[src/hdl/smi_pkg.sv]
`default_nettype none
package smi_pkg;

  // Fraction bits of the fixed-point position, size and step values
  localparam int unsigned FRAC_BITS = 16;

  localparam int unsigned COORD_W  = 12;
  localparam int unsigned SIZE_W   = 10;
  localparam int unsigned DUR_W    = 16;
  localparam int unsigned FRAME_W  = 8;
  localparam int unsigned POS_W    = 28;
  localparam int unsigned SCALE_W  = 26;
  localparam int unsigned SSTEP_W  = 27;
  localparam int unsigned TICK_W   = DUR_W + 1;
  localparam int unsigned DIFF_W   = COORD_W + 1;
  localparam int unsigned SDIFF_W  = SIZE_W + 1;

  // Divider numerator: magnitude of a difference shifted up by the fraction
  localparam int unsigned NUM_W    = POS_W;
  localparam int unsigned DCNT_W   = $clog2(NUM_W + 1);

  localparam logic CMD_LOAD = 1'b0;
  localparam logic CMD_TICK = 1'b1;

  typedef struct packed {
    logic               start;
    logic [NUM_W-1:0]   num;
    logic [DUR_W-1:0]   den;
  } div_req_t;

  typedef struct packed {
    logic               busy;
    logic               done;
    logic [NUM_W-1:0]   quot;
  } div_rsp_t;

endpackage
`default_nettype wire

[src/hdl/smi_divider.sv]
`default_nettype none
module smi_divider (
  input  wire logic              clk_i,
  input  wire logic              rst_ni,
  input  wire smi_pkg::div_req_t req_i,
  output smi_pkg::div_rsp_t      rsp_o
);

  logic [smi_pkg::DCNT_W-1:0] cnt_q, cnt_d;
  logic [smi_pkg::NUM_W-1:0]  quo_q, quo_d;
  logic [smi_pkg::DUR_W-1:0]  rem_q, rem_d;
  logic [smi_pkg::DUR_W-1:0]  den_q, den_d;
  logic                       done_q, done_d;

  logic [smi_pkg::DUR_W:0]    trial;
  logic [smi_pkg::DUR_W+1:0]  diff;
  logic                       take;

  // One restoring step per cycle: bring down the next numerator bit
  assign trial = {rem_q, quo_q[smi_pkg::NUM_W-1]};
  assign diff  = {1'b0, trial} - {2'b00, den_q};
  assign take  = !diff[smi_pkg::DUR_W+1];

  always_comb begin
    cnt_d  = cnt_q;
    quo_d  = quo_q;
    rem_d  = rem_q;
    den_d  = den_q;
    done_d = 1'b0;
    if (req_i.start) begin
      cnt_d = smi_pkg::DCNT_W'(smi_pkg::NUM_W);
      quo_d = req_i.num;
      rem_d = '0;
      den_d = req_i.den;
    end else if (cnt_q != '0) begin
      cnt_d = cnt_q - 1'b1;
      quo_d = {quo_q[smi_pkg::NUM_W-2:0], take};
      rem_d = take ? diff[smi_pkg::DUR_W-1:0] : trial[smi_pkg::DUR_W-1:0];
      done_d = (cnt_q == smi_pkg::DCNT_W'(1));
    end
  end

  always_ff @(posedge clk_i or negedge rst_ni) begin
    if (!rst_ni) begin
      cnt_q  <= '0;
      done_q <= 1'b0;
    end else begin
      cnt_q  <= cnt_d;
      done_q <= done_d;
    end
  end

  always_ff @(posedge clk_i) begin
    quo_q <= quo_d;
    rem_q <= rem_d;
    den_q <= den_d;
  end

  assign rsp_o.busy = (cnt_q != '0);
  assign rsp_o.done = done_q;
  assign rsp_o.quot = quo_q;

endmodule
`default_nettype wire

[src/hdl/sprite_motion_interpolator_core.sv]
`default_nettype none
// Sprite motion stepper, 12.16 fixed-point position, 10.16 size.
//
// Input channel (in_valid_i / in_ready_o) carries one beat per command.
// A load beat sets start position and size, clears the frame and computes
// the three per-tick steps with one shared restoring divider, one quotient
// bit per cycle, run three times in turn (x, y, scale).  A tick beat
// counts down the duration; while active it steps frames and accumulators.
// Every input beat gives exactly one output beat (out_valid_o/out_ready_i)
// with active flag, position, size and frame after that command.
//
// A tick beat goes from the idle state straight to the emit state; a load
// beat first runs the x, y and scale divides, or goes straight to emit for a
// zero duration.  in_ready_o is high only when the sequencer is idle, so a
// new beat is taken only after the last result enters the output register.
// The output register parts the two sides: a new beat is taken while the
// previous result still waits; the next result then holds in the emit
// state until the receiver takes the old one.
// Reset (rst_ni low, asynchronous) leaves the sprite inactive at the
// origin with size zero, frame zero and no pending output beat.
module sprite_motion_interpolator_core (
  input  wire logic                                  clk_i,
  input  wire logic                                  rst_ni,
  input  wire logic                                  in_valid_i,
  output logic                                       in_ready_o,
  input  wire logic                                  command_i,
  input  wire logic signed [smi_pkg::COORD_W-1:0]    start_x_i,
  input  wire logic signed [smi_pkg::COORD_W-1:0]    start_y_i,
  input  wire logic        [smi_pkg::SIZE_W-1:0]     start_scale_i,
  input  wire logic signed [smi_pkg::COORD_W-1:0]    end_x_i,
  input  wire logic signed [smi_pkg::COORD_W-1:0]    end_y_i,
  input  wire logic        [smi_pkg::SIZE_W-1:0]     end_scale_i,
  input  wire logic        [smi_pkg::DUR_W-1:0]      tick_count_i,
  input  wire logic        [smi_pkg::FRAME_W-1:0]    frames_in_loop_i,
  input  wire logic        [smi_pkg::FRAME_W-1:0]    ticks_per_frame_i,
  output logic                                       out_valid_o,
  input  wire logic                                  out_ready_i,
  output logic                                       active_o,
  output logic signed [smi_pkg::POS_W-1:0]           pos_x_o,
  output logic signed [smi_pkg::POS_W-1:0]           pos_y_o,
  output logic        [smi_pkg::SCALE_W-1:0]         cur_scale_o,
  output logic        [smi_pkg::FRAME_W-1:0]         frame_index_o
);

  typedef enum logic [2:0] {
    S_IDLE,
    S_DIV_X,
    S_DIV_Y,
    S_DIV_S,
    S_EMIT
  } state_e;

  localparam int unsigned PW = smi_pkg::POS_W;
  localparam int unsigned SW = smi_pkg::SCALE_W;
  localparam int unsigned FW = smi_pkg::FRAME_W;

  state_e state_q;
  logic   start_q;

  logic [PW-1:0]                acc_x_q, acc_y_q, step_x_q, step_y_q;
  logic [SW-1:0]                acc_s_q;
  logic [smi_pkg::SSTEP_W-1:0]  step_s_q;
  logic signed [smi_pkg::TICK_W-1:0] ticks_left_q;
  logic [FW-1:0]                frame_now_q, frame_limit_q, delay_reload_q, delay_left_q;
  logic [smi_pkg::DUR_W-1:0]    dur_q;
  logic signed [smi_pkg::DIFF_W-1:0]  diff_x_q, diff_y_q;
  logic signed [smi_pkg::SDIFF_W-1:0] diff_s_q;

  logic                         out_valid_q;

  smi_pkg::div_req_t div_req;
  smi_pkg::div_rsp_t div_rsp;

  logic signed [smi_pkg::DIFF_W-1:0] diff_sel, mag_sel;
  logic                              neg_sel;
  logic [PW-1:0]                     quot_signed;

  logic signed [smi_pkg::TICK_W-1:0] ticks_dec;
  logic                              run;
  logic [FW-1:0]                     delay_dec, frame_inc;
  logic                              in_fire, emit_fire;

  assign in_ready_o = (state_q == S_IDLE);
  assign in_fire    = in_valid_i && in_ready_o;
  assign emit_fire  = (state_q == S_EMIT) && (!out_valid_q || out_ready_i);

  // Pick the difference that the divider is working on
  always_comb begin
    case (state_q)
      S_DIV_X: diff_sel = diff_x_q;
      S_DIV_Y: diff_sel = diff_y_q;
      S_DIV_S: diff_sel = smi_pkg::DIFF_W'(diff_s_q);
      default: diff_sel = '0;
    endcase
  end

  assign neg_sel = diff_sel[smi_pkg::DIFF_W-1];
  assign mag_sel = neg_sel ? -diff_sel : diff_sel;

  assign div_req.start = start_q;
  assign div_req.num   = {{(smi_pkg::NUM_W - smi_pkg::DIFF_W){1'b0}}, mag_sel}
                         << smi_pkg::FRAC_BITS;
  assign div_req.den   = dur_q;

  // Truncation toward zero: divide magnitudes, then restore the sign
  assign quot_signed = neg_sel ? -div_rsp.quot : div_rsp.quot;

  smi_divider u_div (
    .clk_i  (clk_i),
    .rst_ni (rst_ni),
    .req_i  (div_req),
    .rsp_o  (div_rsp)
  );

  // Tick: drop the remaining duration, saturating at minus one
  assign ticks_dec = ticks_left_q[smi_pkg::TICK_W-1] ? ticks_left_q : ticks_left_q - 1'b1;
  assign run       = !ticks_dec[smi_pkg::TICK_W-1];
  assign delay_dec = delay_left_q - 1'b1;
  assign frame_inc = frame_now_q + 1'b1;

  always_ff @(posedge clk_i or negedge rst_ni) begin
    if (!rst_ni) begin
      state_q        <= S_IDLE;
      start_q        <= 1'b0;
      acc_x_q        <= '0;
      acc_y_q        <= '0;
      acc_s_q        <= '0;
      step_x_q       <= '0;
      step_y_q       <= '0;
      step_s_q       <= '0;
      ticks_left_q   <= '1;
      frame_now_q    <= '0;
      frame_limit_q  <= FW'(1);
      delay_reload_q <= FW'(1);
      delay_left_q   <= FW'(1);
      out_valid_q    <= 1'b0;
    end else begin
      start_q <= 1'b0;
      if (out_valid_q && out_ready_i && !emit_fire) begin
        out_valid_q <= 1'b0;
      end
      case (state_q)
        S_IDLE: begin
          if (in_fire) begin
            if (command_i == smi_pkg::CMD_LOAD) begin
              ticks_left_q   <= $signed({1'b0, tick_count_i});
              frame_limit_q  <= frames_in_loop_i;
              delay_reload_q <= ticks_per_frame_i;
              delay_left_q   <= ticks_per_frame_i;
              frame_now_q    <= '0;
              acc_x_q <= {{(PW - smi_pkg::COORD_W){start_x_i[smi_pkg::COORD_W-1]}},
                          start_x_i} << smi_pkg::FRAC_BITS;
              acc_y_q <= {{(PW - smi_pkg::COORD_W){start_y_i[smi_pkg::COORD_W-1]}},
                          start_y_i} << smi_pkg::FRAC_BITS;
              acc_s_q <= {{(SW - smi_pkg::SIZE_W){1'b0}}, start_scale_i}
                         << smi_pkg::FRAC_BITS;
              step_x_q <= '0;
              step_y_q <= '0;
              step_s_q <= '0;
              if (tick_count_i == '0) begin
                state_q <= S_EMIT;
              end else begin
                state_q <= S_DIV_X;
                start_q <= 1'b1;
              end
            end else begin
              ticks_left_q <= ticks_dec;
              if (run) begin
                if (delay_dec == '0) begin
                  frame_now_q  <= (frame_inc == frame_limit_q) ? '0 : frame_inc;
                  delay_left_q <= delay_reload_q;
                end else begin
                  delay_left_q <= delay_dec;
                end
                acc_x_q <= acc_x_q + step_x_q;
                acc_y_q <= acc_y_q + step_y_q;
                acc_s_q <= acc_s_q + step_s_q[SW-1:0];
              end
              state_q <= S_EMIT;
            end
          end
        end
        S_DIV_X: begin
          if (div_rsp.done) begin
            step_x_q <= quot_signed;
            state_q  <= S_DIV_Y;
            start_q  <= 1'b1;
          end
        end
        S_DIV_Y: begin
          if (div_rsp.done) begin
            step_y_q <= quot_signed;
            state_q  <= S_DIV_S;
            start_q  <= 1'b1;
          end
        end
        S_DIV_S: begin
          if (div_rsp.done) begin
            step_s_q <= quot_signed[smi_pkg::SSTEP_W-1:0];
            state_q  <= S_EMIT;
          end
        end
        S_EMIT: begin
          // Hold here until the output register is free
          if (emit_fire) begin
            out_valid_q <= 1'b1;
            state_q     <= S_IDLE;
          end
        end
        default: state_q <= S_IDLE;
      endcase
    end
  end

  // Latch the duration and differences of a load beat, and the outputs on emit
  always_ff @(posedge clk_i) begin
    if (in_fire && (command_i == smi_pkg::CMD_LOAD)) begin
      dur_q    <= tick_count_i;
      diff_x_q <= smi_pkg::DIFF_W'(end_x_i) - smi_pkg::DIFF_W'(start_x_i);
      diff_y_q <= smi_pkg::DIFF_W'(end_y_i) - smi_pkg::DIFF_W'(start_y_i);
      diff_s_q <= $signed({1'b0, end_scale_i}) - $signed({1'b0, start_scale_i});
    end
    if (emit_fire) begin
      active_o      <= !ticks_left_q[smi_pkg::TICK_W-1];
      pos_x_o       <= acc_x_q;
      pos_y_o       <= acc_y_q;
      cur_scale_o   <= acc_s_q;
      frame_index_o <= frame_now_q;
    end
  end

  assign out_valid_o = out_valid_q;

  // The divider runs only while the sequencer waits on it
  a_div_only_in_div: assert property (@(posedge clk_i) disable iff (!rst_ni)
    div_rsp.busy |-> (state_q == S_DIV_X || state_q == S_DIV_Y || state_q == S_DIV_S))
    else $error("divider busy outside a divide state");

  // A tick beat reaches the emit state on the next cycle
  a_tick_to_emit: assert property (@(posedge clk_i) disable iff (!rst_ni)
    (in_fire && command_i == smi_pkg::CMD_TICK) |=> (state_q == S_EMIT))
    else $error("tick did not go straight to emit");

  // A result is loaded only into a free or draining output register
  a_no_overwrite: assert property (@(posedge clk_i) disable iff (!rst_ni)
    (out_valid_q && !out_ready_i && state_q == S_EMIT) |=> (state_q == S_EMIT))
    else $error("output beat overwritten while stalled");

  // A division issue always comes with a nonzero divisor
  a_div_den_nonzero: assert property (@(posedge clk_i) disable iff (!rst_ni)
    start_q |-> (dur_q != '0))
    else $error("division started with zero duration");

endmodule
`default_nettype wire

[config.mk]
export PLATFORM = sky130hd
export DESIGN_NAME = sprite_motion_interpolator_core
export DESIGN_NICKNAME = d
export VERILOG_FILES = /design/src/hdl/smi_pkg.sv /design/src/hdl/smi_divider.sv /design/src/hdl/sprite_motion_interpolator_core.sv
export SDC_FILE = /design/constraint.sdc
export NUM_CORES = 1
export LEC_CHECK = 0
export BUFFER_PORTS_ARGS = -buffer_cell sky130_fd_sc_hd__buf_2
export CAP_MARGIN = 20
export CORE_MARGIN = 2
export CORE_UTILIZATION = 45
export DETAILED_ROUTE_END_ITERATION = 8
export GPL_TIMING_DRIVEN = 0
export PLACE_DENSITY = 0.72
export SLEW_MARGIN = 20
export SYNTH_ARGS = -nofsm -noshare
export SYNTH_HDL_FRONTEND = slang
export SYNTH_SLANG_ARGS = --single-unit
[constraint.sdc]
create_clock -name clk_i -period 11.33 [get_ports clk_i]
set_input_delay 1.133 -clock clk_i [delete_from_list [all_inputs] [get_ports clk_i]]
set_output_delay 1.133 -clock clk_i [all_outputs]
set_load 0.1 [all_outputs]
==> reports/results.ini, run 1 <==
[run_status]
outcome = finished clean

[floorplan]
die_w_um = 232
core-area_mm2 = 0.0513
die_h_um = 232
die-area_mm2 = 0.0537
start_util_pct = 45.5
ios = 198
num_rows = 83

[synth]
synth_top_flop_cell = dfrtp_1
syn_nets = 2648
synth_seq_cells = 428
synth_warnings = 0
synth_edf_count = 172
seq_area_frac_synth_pct = 49.0
synth_cells = 2399
synth_area_mm2 = 0.0233
syn_avg_cell_area_um2 = 9.72
ys_types = 79
async_flop_share_pct = 52.3

[worst_setup_path]
criticalPathCategory = reg2reg
startpoint = ticks_left_q[0]
r2r_cells = 9
crit_path_end_kind = flop
critPathCapture = delay_left_q[7]
required_ns = 11.83
critPathLaunchType = flop
r2r-start = ticks_left_q[0]
r2r_slack_ns = 7.06
crit_arrival_ns = 4.77
r2r-end = delay_left_q[7]
cp_max_fo = 10

[sta]
timing.hold.ws_ns = 0.404
max_freq_mhz = 234
finalHoldViolations = 0
slew_headroom_pct = 18.6
fin_ws_ns = 7.06
period_minus_slack_ns = 4.27
tns_ns = 0
worstMarginPinSlew_ns = 1.22
skew_ns = 0.0347
final_max_slew_viol_count = 0
period_share_pct = 37.6
setup_viol_count_final = 0
grt_setup_unrepaired = false

[cells_and_area]
fin_nets = 2901
stdcell_count = 3373
final_util_pct = 52.5
layout_common_cells = 330 x nand2_1, 247 x o21ai_0, 204 x buf_2, 204 x dfrtp_1, 172 x edfxtp_1
layout-drive-gt1-share_pct = 13.1
area_delta_synth_final_pct = 15.6
final_common_cell = nand2_1

[detailed_routing]
drt_iter0_drc = 1921
post_drt_wl_per_cell_um = 20.9
viasPerCell = 5.83
vias = 19674
drc = 0
ant_nets = 0
drt-total-wl_um = 70500
dr.pass1.iters = 6

[clock_tree]
post_cts_resized = 0
cts_buffers = 46
ctsHoldBuffers = 0
clk_pin_slew_ns = 0.07
clock-root-buffer = clkbuf_16
cts_sinks = 428
cts_tree = done
postCtsSetupBuffers = 0
clockBufferDepth = 3
htreeDepth = 2
worstSkewPairLatency_ns = 0.60

[global_routing]
grt_pass1_vias = 18526
grt_start_max_net_pins = 97
antenna_found_initial = 3
grt_overflow = 0
grt_pass1_wl_um = 108000
grt_use_total_pct = 26.2

[worst_hold_path]
hold_class = in2async

[placement]
place_ws_ns = 7.16
io_buffers = 197
placed_cells = 3283
place_hpwl_um = 53000
place_congestion = 0.952

[job]
cap_viol_max_count = 0

[power_and_ir_drop]
power_density_mw_per_mm2 = 256
leakagePower_nw = 11.9
ir_worst_vdd_mv = 0.128

[metal layers]
| layer | global-route usage, % | share of wire, % | vias to the layer above |
|---|---|---|---|
| met2 | 40.5 | 44 | 843 |
| met3 | 3.64 | 7.4 | 148 |
| met4 | 10.2 | 3.9 | 0 |
| li1 | - | - | 9174 |
| met5 | 0 | 0 | - |
| met1 | 37.3 | 44 | 9509 |
[final cells by class]
cell class / instances / area [µm²]
diodes: 3 / 7.51
multi-input cells: 1750 / 11100
repair buffers: 205 / 1200
well taps: 680 / 851
clock inverters: 34 / 360
plain buffers: 98 / 382
inverters: 123 / 462
fillers: 4631 / 24400
clock buffers: 52 / 1190
flip-flops and latches: 428 / 11400
[where the power goes]
group	total (mW)	leakage (nW)	switching [mW]	internal [mW]
clock network	1.55	0.752	0.664	0.888
logic	2.84	6.40	1.79	1.04
registers	2.52	4.76	0.408	2.11
total	6.90	11.9	2.86	4.04
[critical path, cell delays in order (launching register included)]
cell      delay (ns)
dfstp_2         0.40
inv_1           0.07
ha_1            0.19
nor4b_1         0.69
nand3_1         0.25
o21ai_0         0.71
clkbuf_1        0.68
clkbuf_1        0.86
a22oi_1         0.18
o21ai_0         0.15
[cells in the mapped netlist, types with 8 or more instances]
cell type,number,area [µm²]
nand2_1,330,1240
o21ai_0,247,1240
dfrtp_1,204,5100
edfxtp_1,172,5160
nor2_1,156,586
a21oi_1,145,726
ha_1,137,1710
inv_1,123,462
clkbuf_1,83,312
nand3_1,82,410
xnor2_1,72,631
xor2_1,62,543
a21o_1,52,390
nor3_1,49,245
o31ai_1,33,248
dfxtp_1,32,641
a211oi_1,24,180
nor2b_1,24,150
nand2b_1,22,138
a22oi_1,21,158
dfstp_2,20,526
a31oi_1,17,106
and3_1,17,106
mux2i_1,17,170
nor4_1,17,106
o211ai_1,17,128
nand4_1,15,93.8
a21boi_0,13,97.6
o21a_1,13,97.6
mux2_2,12,135
or3_1,11,68.8
and2_1,9,56.3
o22ai_1,9,56.3
or2_2,9,56.3
buf_2,8,40.0
o31a_1,8,70.1
[cells by family (layout without fill, tap and decap cells)]
family                   after synthesis  in the layout  share of synthesized area (%)
AND/OR/NAND/NOR                      768            768                           15.0
AO/OA/AOI/OAI                        675            675                           18.0
flip-flops                           428            428                           49.0
buffers and inverters                221            512                           3.60
adder cells (fa/ha/maj)              144            144                           7.95
XOR/XNOR                             134            134                           5.03
multiplexers                          29             29                           1.31
other                                  0              3                              0
[worst min path at each step]
stage / from / to / cells past startpoint
2_1_floorplan: dur_q[0] / u_div.den_q[0] / 0
3_3_place_gp: dur_q[5] / u_div.den_q[5] / 0
3_5_place_dp: dur_q[0] / u_div.den_q[0] / 0
4_1_cts: rst_ni / acc_x_q[10] / 1
5_1_grt: rst_ni / acc_x_q[10] / 1
6_report: rst_ni / acc_x_q[10] / 1
[state kept, by name, summed over array words and instances, names as in the netlist, 11 cells and up]
| name | flops |
|---|---|
| dur_q | 16 |
| step_s_q | 26 |
| u_div.quo_q | 28 |
| diff_y_q | 13 |
| step_x_q | 28 |
| diff_s_q | 11 |
| ticks_left_q | 17 |
| u_div.den_q | 16 |
| pos_y_o | 28 |
| acc_y_q | 28 |
| acc_x_q | 28 |
| step_y_q | 28 |
| cur_scale_o | 26 |
| u_div.rem_q | 16 |
| acc_s_q | 26 |
| diff_x_q | 13 |
| pos_x_o | 28 |
[per-stage QoR]
step | power (mW) | area (µm²)
6_report | 6.90 | 26900
5_1_grt | 7.33 | 26900
4_1_cts | 6.88 | 26900
3_5_place_dp | 5.31 | 25400
3_3_place_gp | 5.20 | 25200
2_1_floorplan | 4.44 | 23300
Note: power is estimated with default switching activity, not from simulation.
==> run 2: changes to the inputs <==
==> constraint.sdc (replaced) <==
create_clock -name clk_i -period 4.2 [get_ports clk_i]
set_input_delay 0.42 -clock clk_i [delete_from_list [all_inputs] [get_ports clk_i]]
set_output_delay 0.42 -clock clk_i [all_outputs]
set_load 0.1 [all_outputs]
==> reports/results.ini, run 2 (same netlist as run 1, synthesis figures left out) <==
[clock_tree]
worstSkewPairLatency_ns = 0.60
clock-root-buffer = clkbuf_16
cts_tree = done
clockBufferDepth = 3
htreeDepth = 2
clk_pin_slew_ns = 0.06
cts_buffers = 47
cts_sinks = 428

[cells_and_area]
final_common_cell = nand2_1
multi_input_comb_area_mm2 = 0.0111
layout_common_cells = 330 x nand2_1, 247 x o21ai_0, 204 x buf_2, 204 x dfrtp_1, 172 x edfxtp_1
area_delta_synth_final_pct = 15.6
regArea_mm2 = 0.0114
stdcell_area_mm2 = 0.0270
layout-drive-gt1-share_pct = 13.0
n_fill_cell = 4673
fin_nets = 2904

[worst_hold_path]
min_to = frame_limit_q[7]
hold_class = in2reg
min_path_cells = 3
hold_start = frames_in_loop_i[7]

[worst_setup_path]
required_ns = 4.68
r2r_cells = 9
crit_path_end_kind = flop
r2r-start = ticks_left_q[0]
r2r-end = acc_x_q[5]
r2r_slack_ns = 0.11
critPathLaunchType = flop
criticalPathCategory = reg2reg
cp_max_fo = 10
crit_arrival_ns = 4.58

[sta]
finalHoldViolations = 0
tns_ns = 0
period_minus_slack_ns = 4.09
setup_viol_count_final = 0
fin_ws_ns = 0.107
final_max_slew_viol_count = 0
period_share_pct = 97.5
grt_setup_unrepaired = false
max_freq_mhz = 244
slew_headroom_pct = 21.1
skew_ns = 0.0346
timing.hold.ws_ns = 0.0223
worstMarginPinSlew_ns = 1.18

[global_routing]
grt_overflow = 0
grt_pass1_vias = 18696
grt_use_total_pct = 25.8
grt_pass1_wl_um = 107000
antenna_found_initial = 6
grt_start_max_net_pins = 86

[run_status]
outcome = finished clean

[detailed_routing]
ant_nets = 0
dr.pass1.iters = 6
drc = 0
drt_iter0_drc = 2077
viasPerCell = 5.83
vias = 19677
drt-total-wl_um = 69700
post_drt_wl_per_cell_um = 20.6

[power_and_ir_drop]
leakagePower_nw = 11.9
ir_worst_vdd_mv = 0.353
fin_total_pwr_mw = 18.5
power_density_mw_per_mm2 = 687

[floorplan]
start_util_pct = 45.5
num_rows = 83
core-area_mm2 = 0.0513
die_w_um = 232
die_h_um = 232
ios = 198
die-area_mm2 = 0.0537

[placement]
place_hpwl_um = 52500
place_ws_ns = 0.180
place_area_mm2 = 0.0254
io_buffers = 197
place_congestion = 0.935

[job]
cap_viol_max_count = 0

-- run 2: metal layers --
metal	routed length, µm	global-route usage (%)	share of wire, %	vias to the layer above
met5	20	0	0.029	-
met4	2520	9.40	3.6	4
met3	5490	4.71	7.9	154
met2	31000	40.6	44	843
met1	30700	35.8	44	9491
li1	-	-	-	9185
-- run 2: final cells by class --
type / count / area share [%]
Sequential cell: 428 / 42.4
Multi-Input combinational cell: 1750 / 41.0
Clock buffer: 62 / 4.84
Timing Repair Buffer: 207 / 4.52
Tap cell: 680 / 3.16
Inverter: 123 / 1.71
Buffer: 98 / 1.43
Clock inverter: 26 / 0.877
Antenna cell: 3 / 0.0279
-- run 2: where the power goes --
group	switching (mW)	internal [mW]	leakage [nW]
registers	1.10	5.69	4.76
logic	4.79	2.81	6.41
clock network	1.79	2.34	0.737
total	7.68	10.8	11.9
-- run 2: worst max-delay path, stage by stage, from the launching register on --
cell and delay [ns]:
dfstp_2 0.39, inv_1 0.07, ha_1 0.18, nor4b_1 0.69
nand3_1 0.25, o21ai_0 0.75, clkbuf_1 0.63, clkbuf_1 0.80
nand2_1 0.10, o21ai_0 0.11
-- run 2: how the worst max path moves through the flow --
| stage | start | to | depth (start not counted) |
|---|---|---|---|
| finish | ticks_left_q[0] | acc_x_q[5] | 9 |
| detailed placement | ticks_left_q[0] | delay_left_q[6] | 9 |
| floorplan | state_q[2] | active_o | 5 |
| global route | ticks_left_q[0] | acc_y_q[16] | 9 |
| CTS | ticks_left_q[0] | delay_left_q[6] | 9 |
| global placement | state_q[2] | pos_x_o[9] | 5 |
-- run 2: repair_timing --
item,4_1_cts,5_1_grt
resized for setup,0,3
setup buffers,0,0
hold endpoints to repair,84,0
endpoints found under the setup margin,0,6
hold buffers,3,0
-- run 2: stage by stage --
stage	instances	utilization, %
2_1_floorplan	2399	-
3_5_place_dp	3283	49.5
3_3_place_gp	3276	49.0
6_report	3377	52.5
5_1_grt	3376	52.5
4_1_cts	3374	52.5
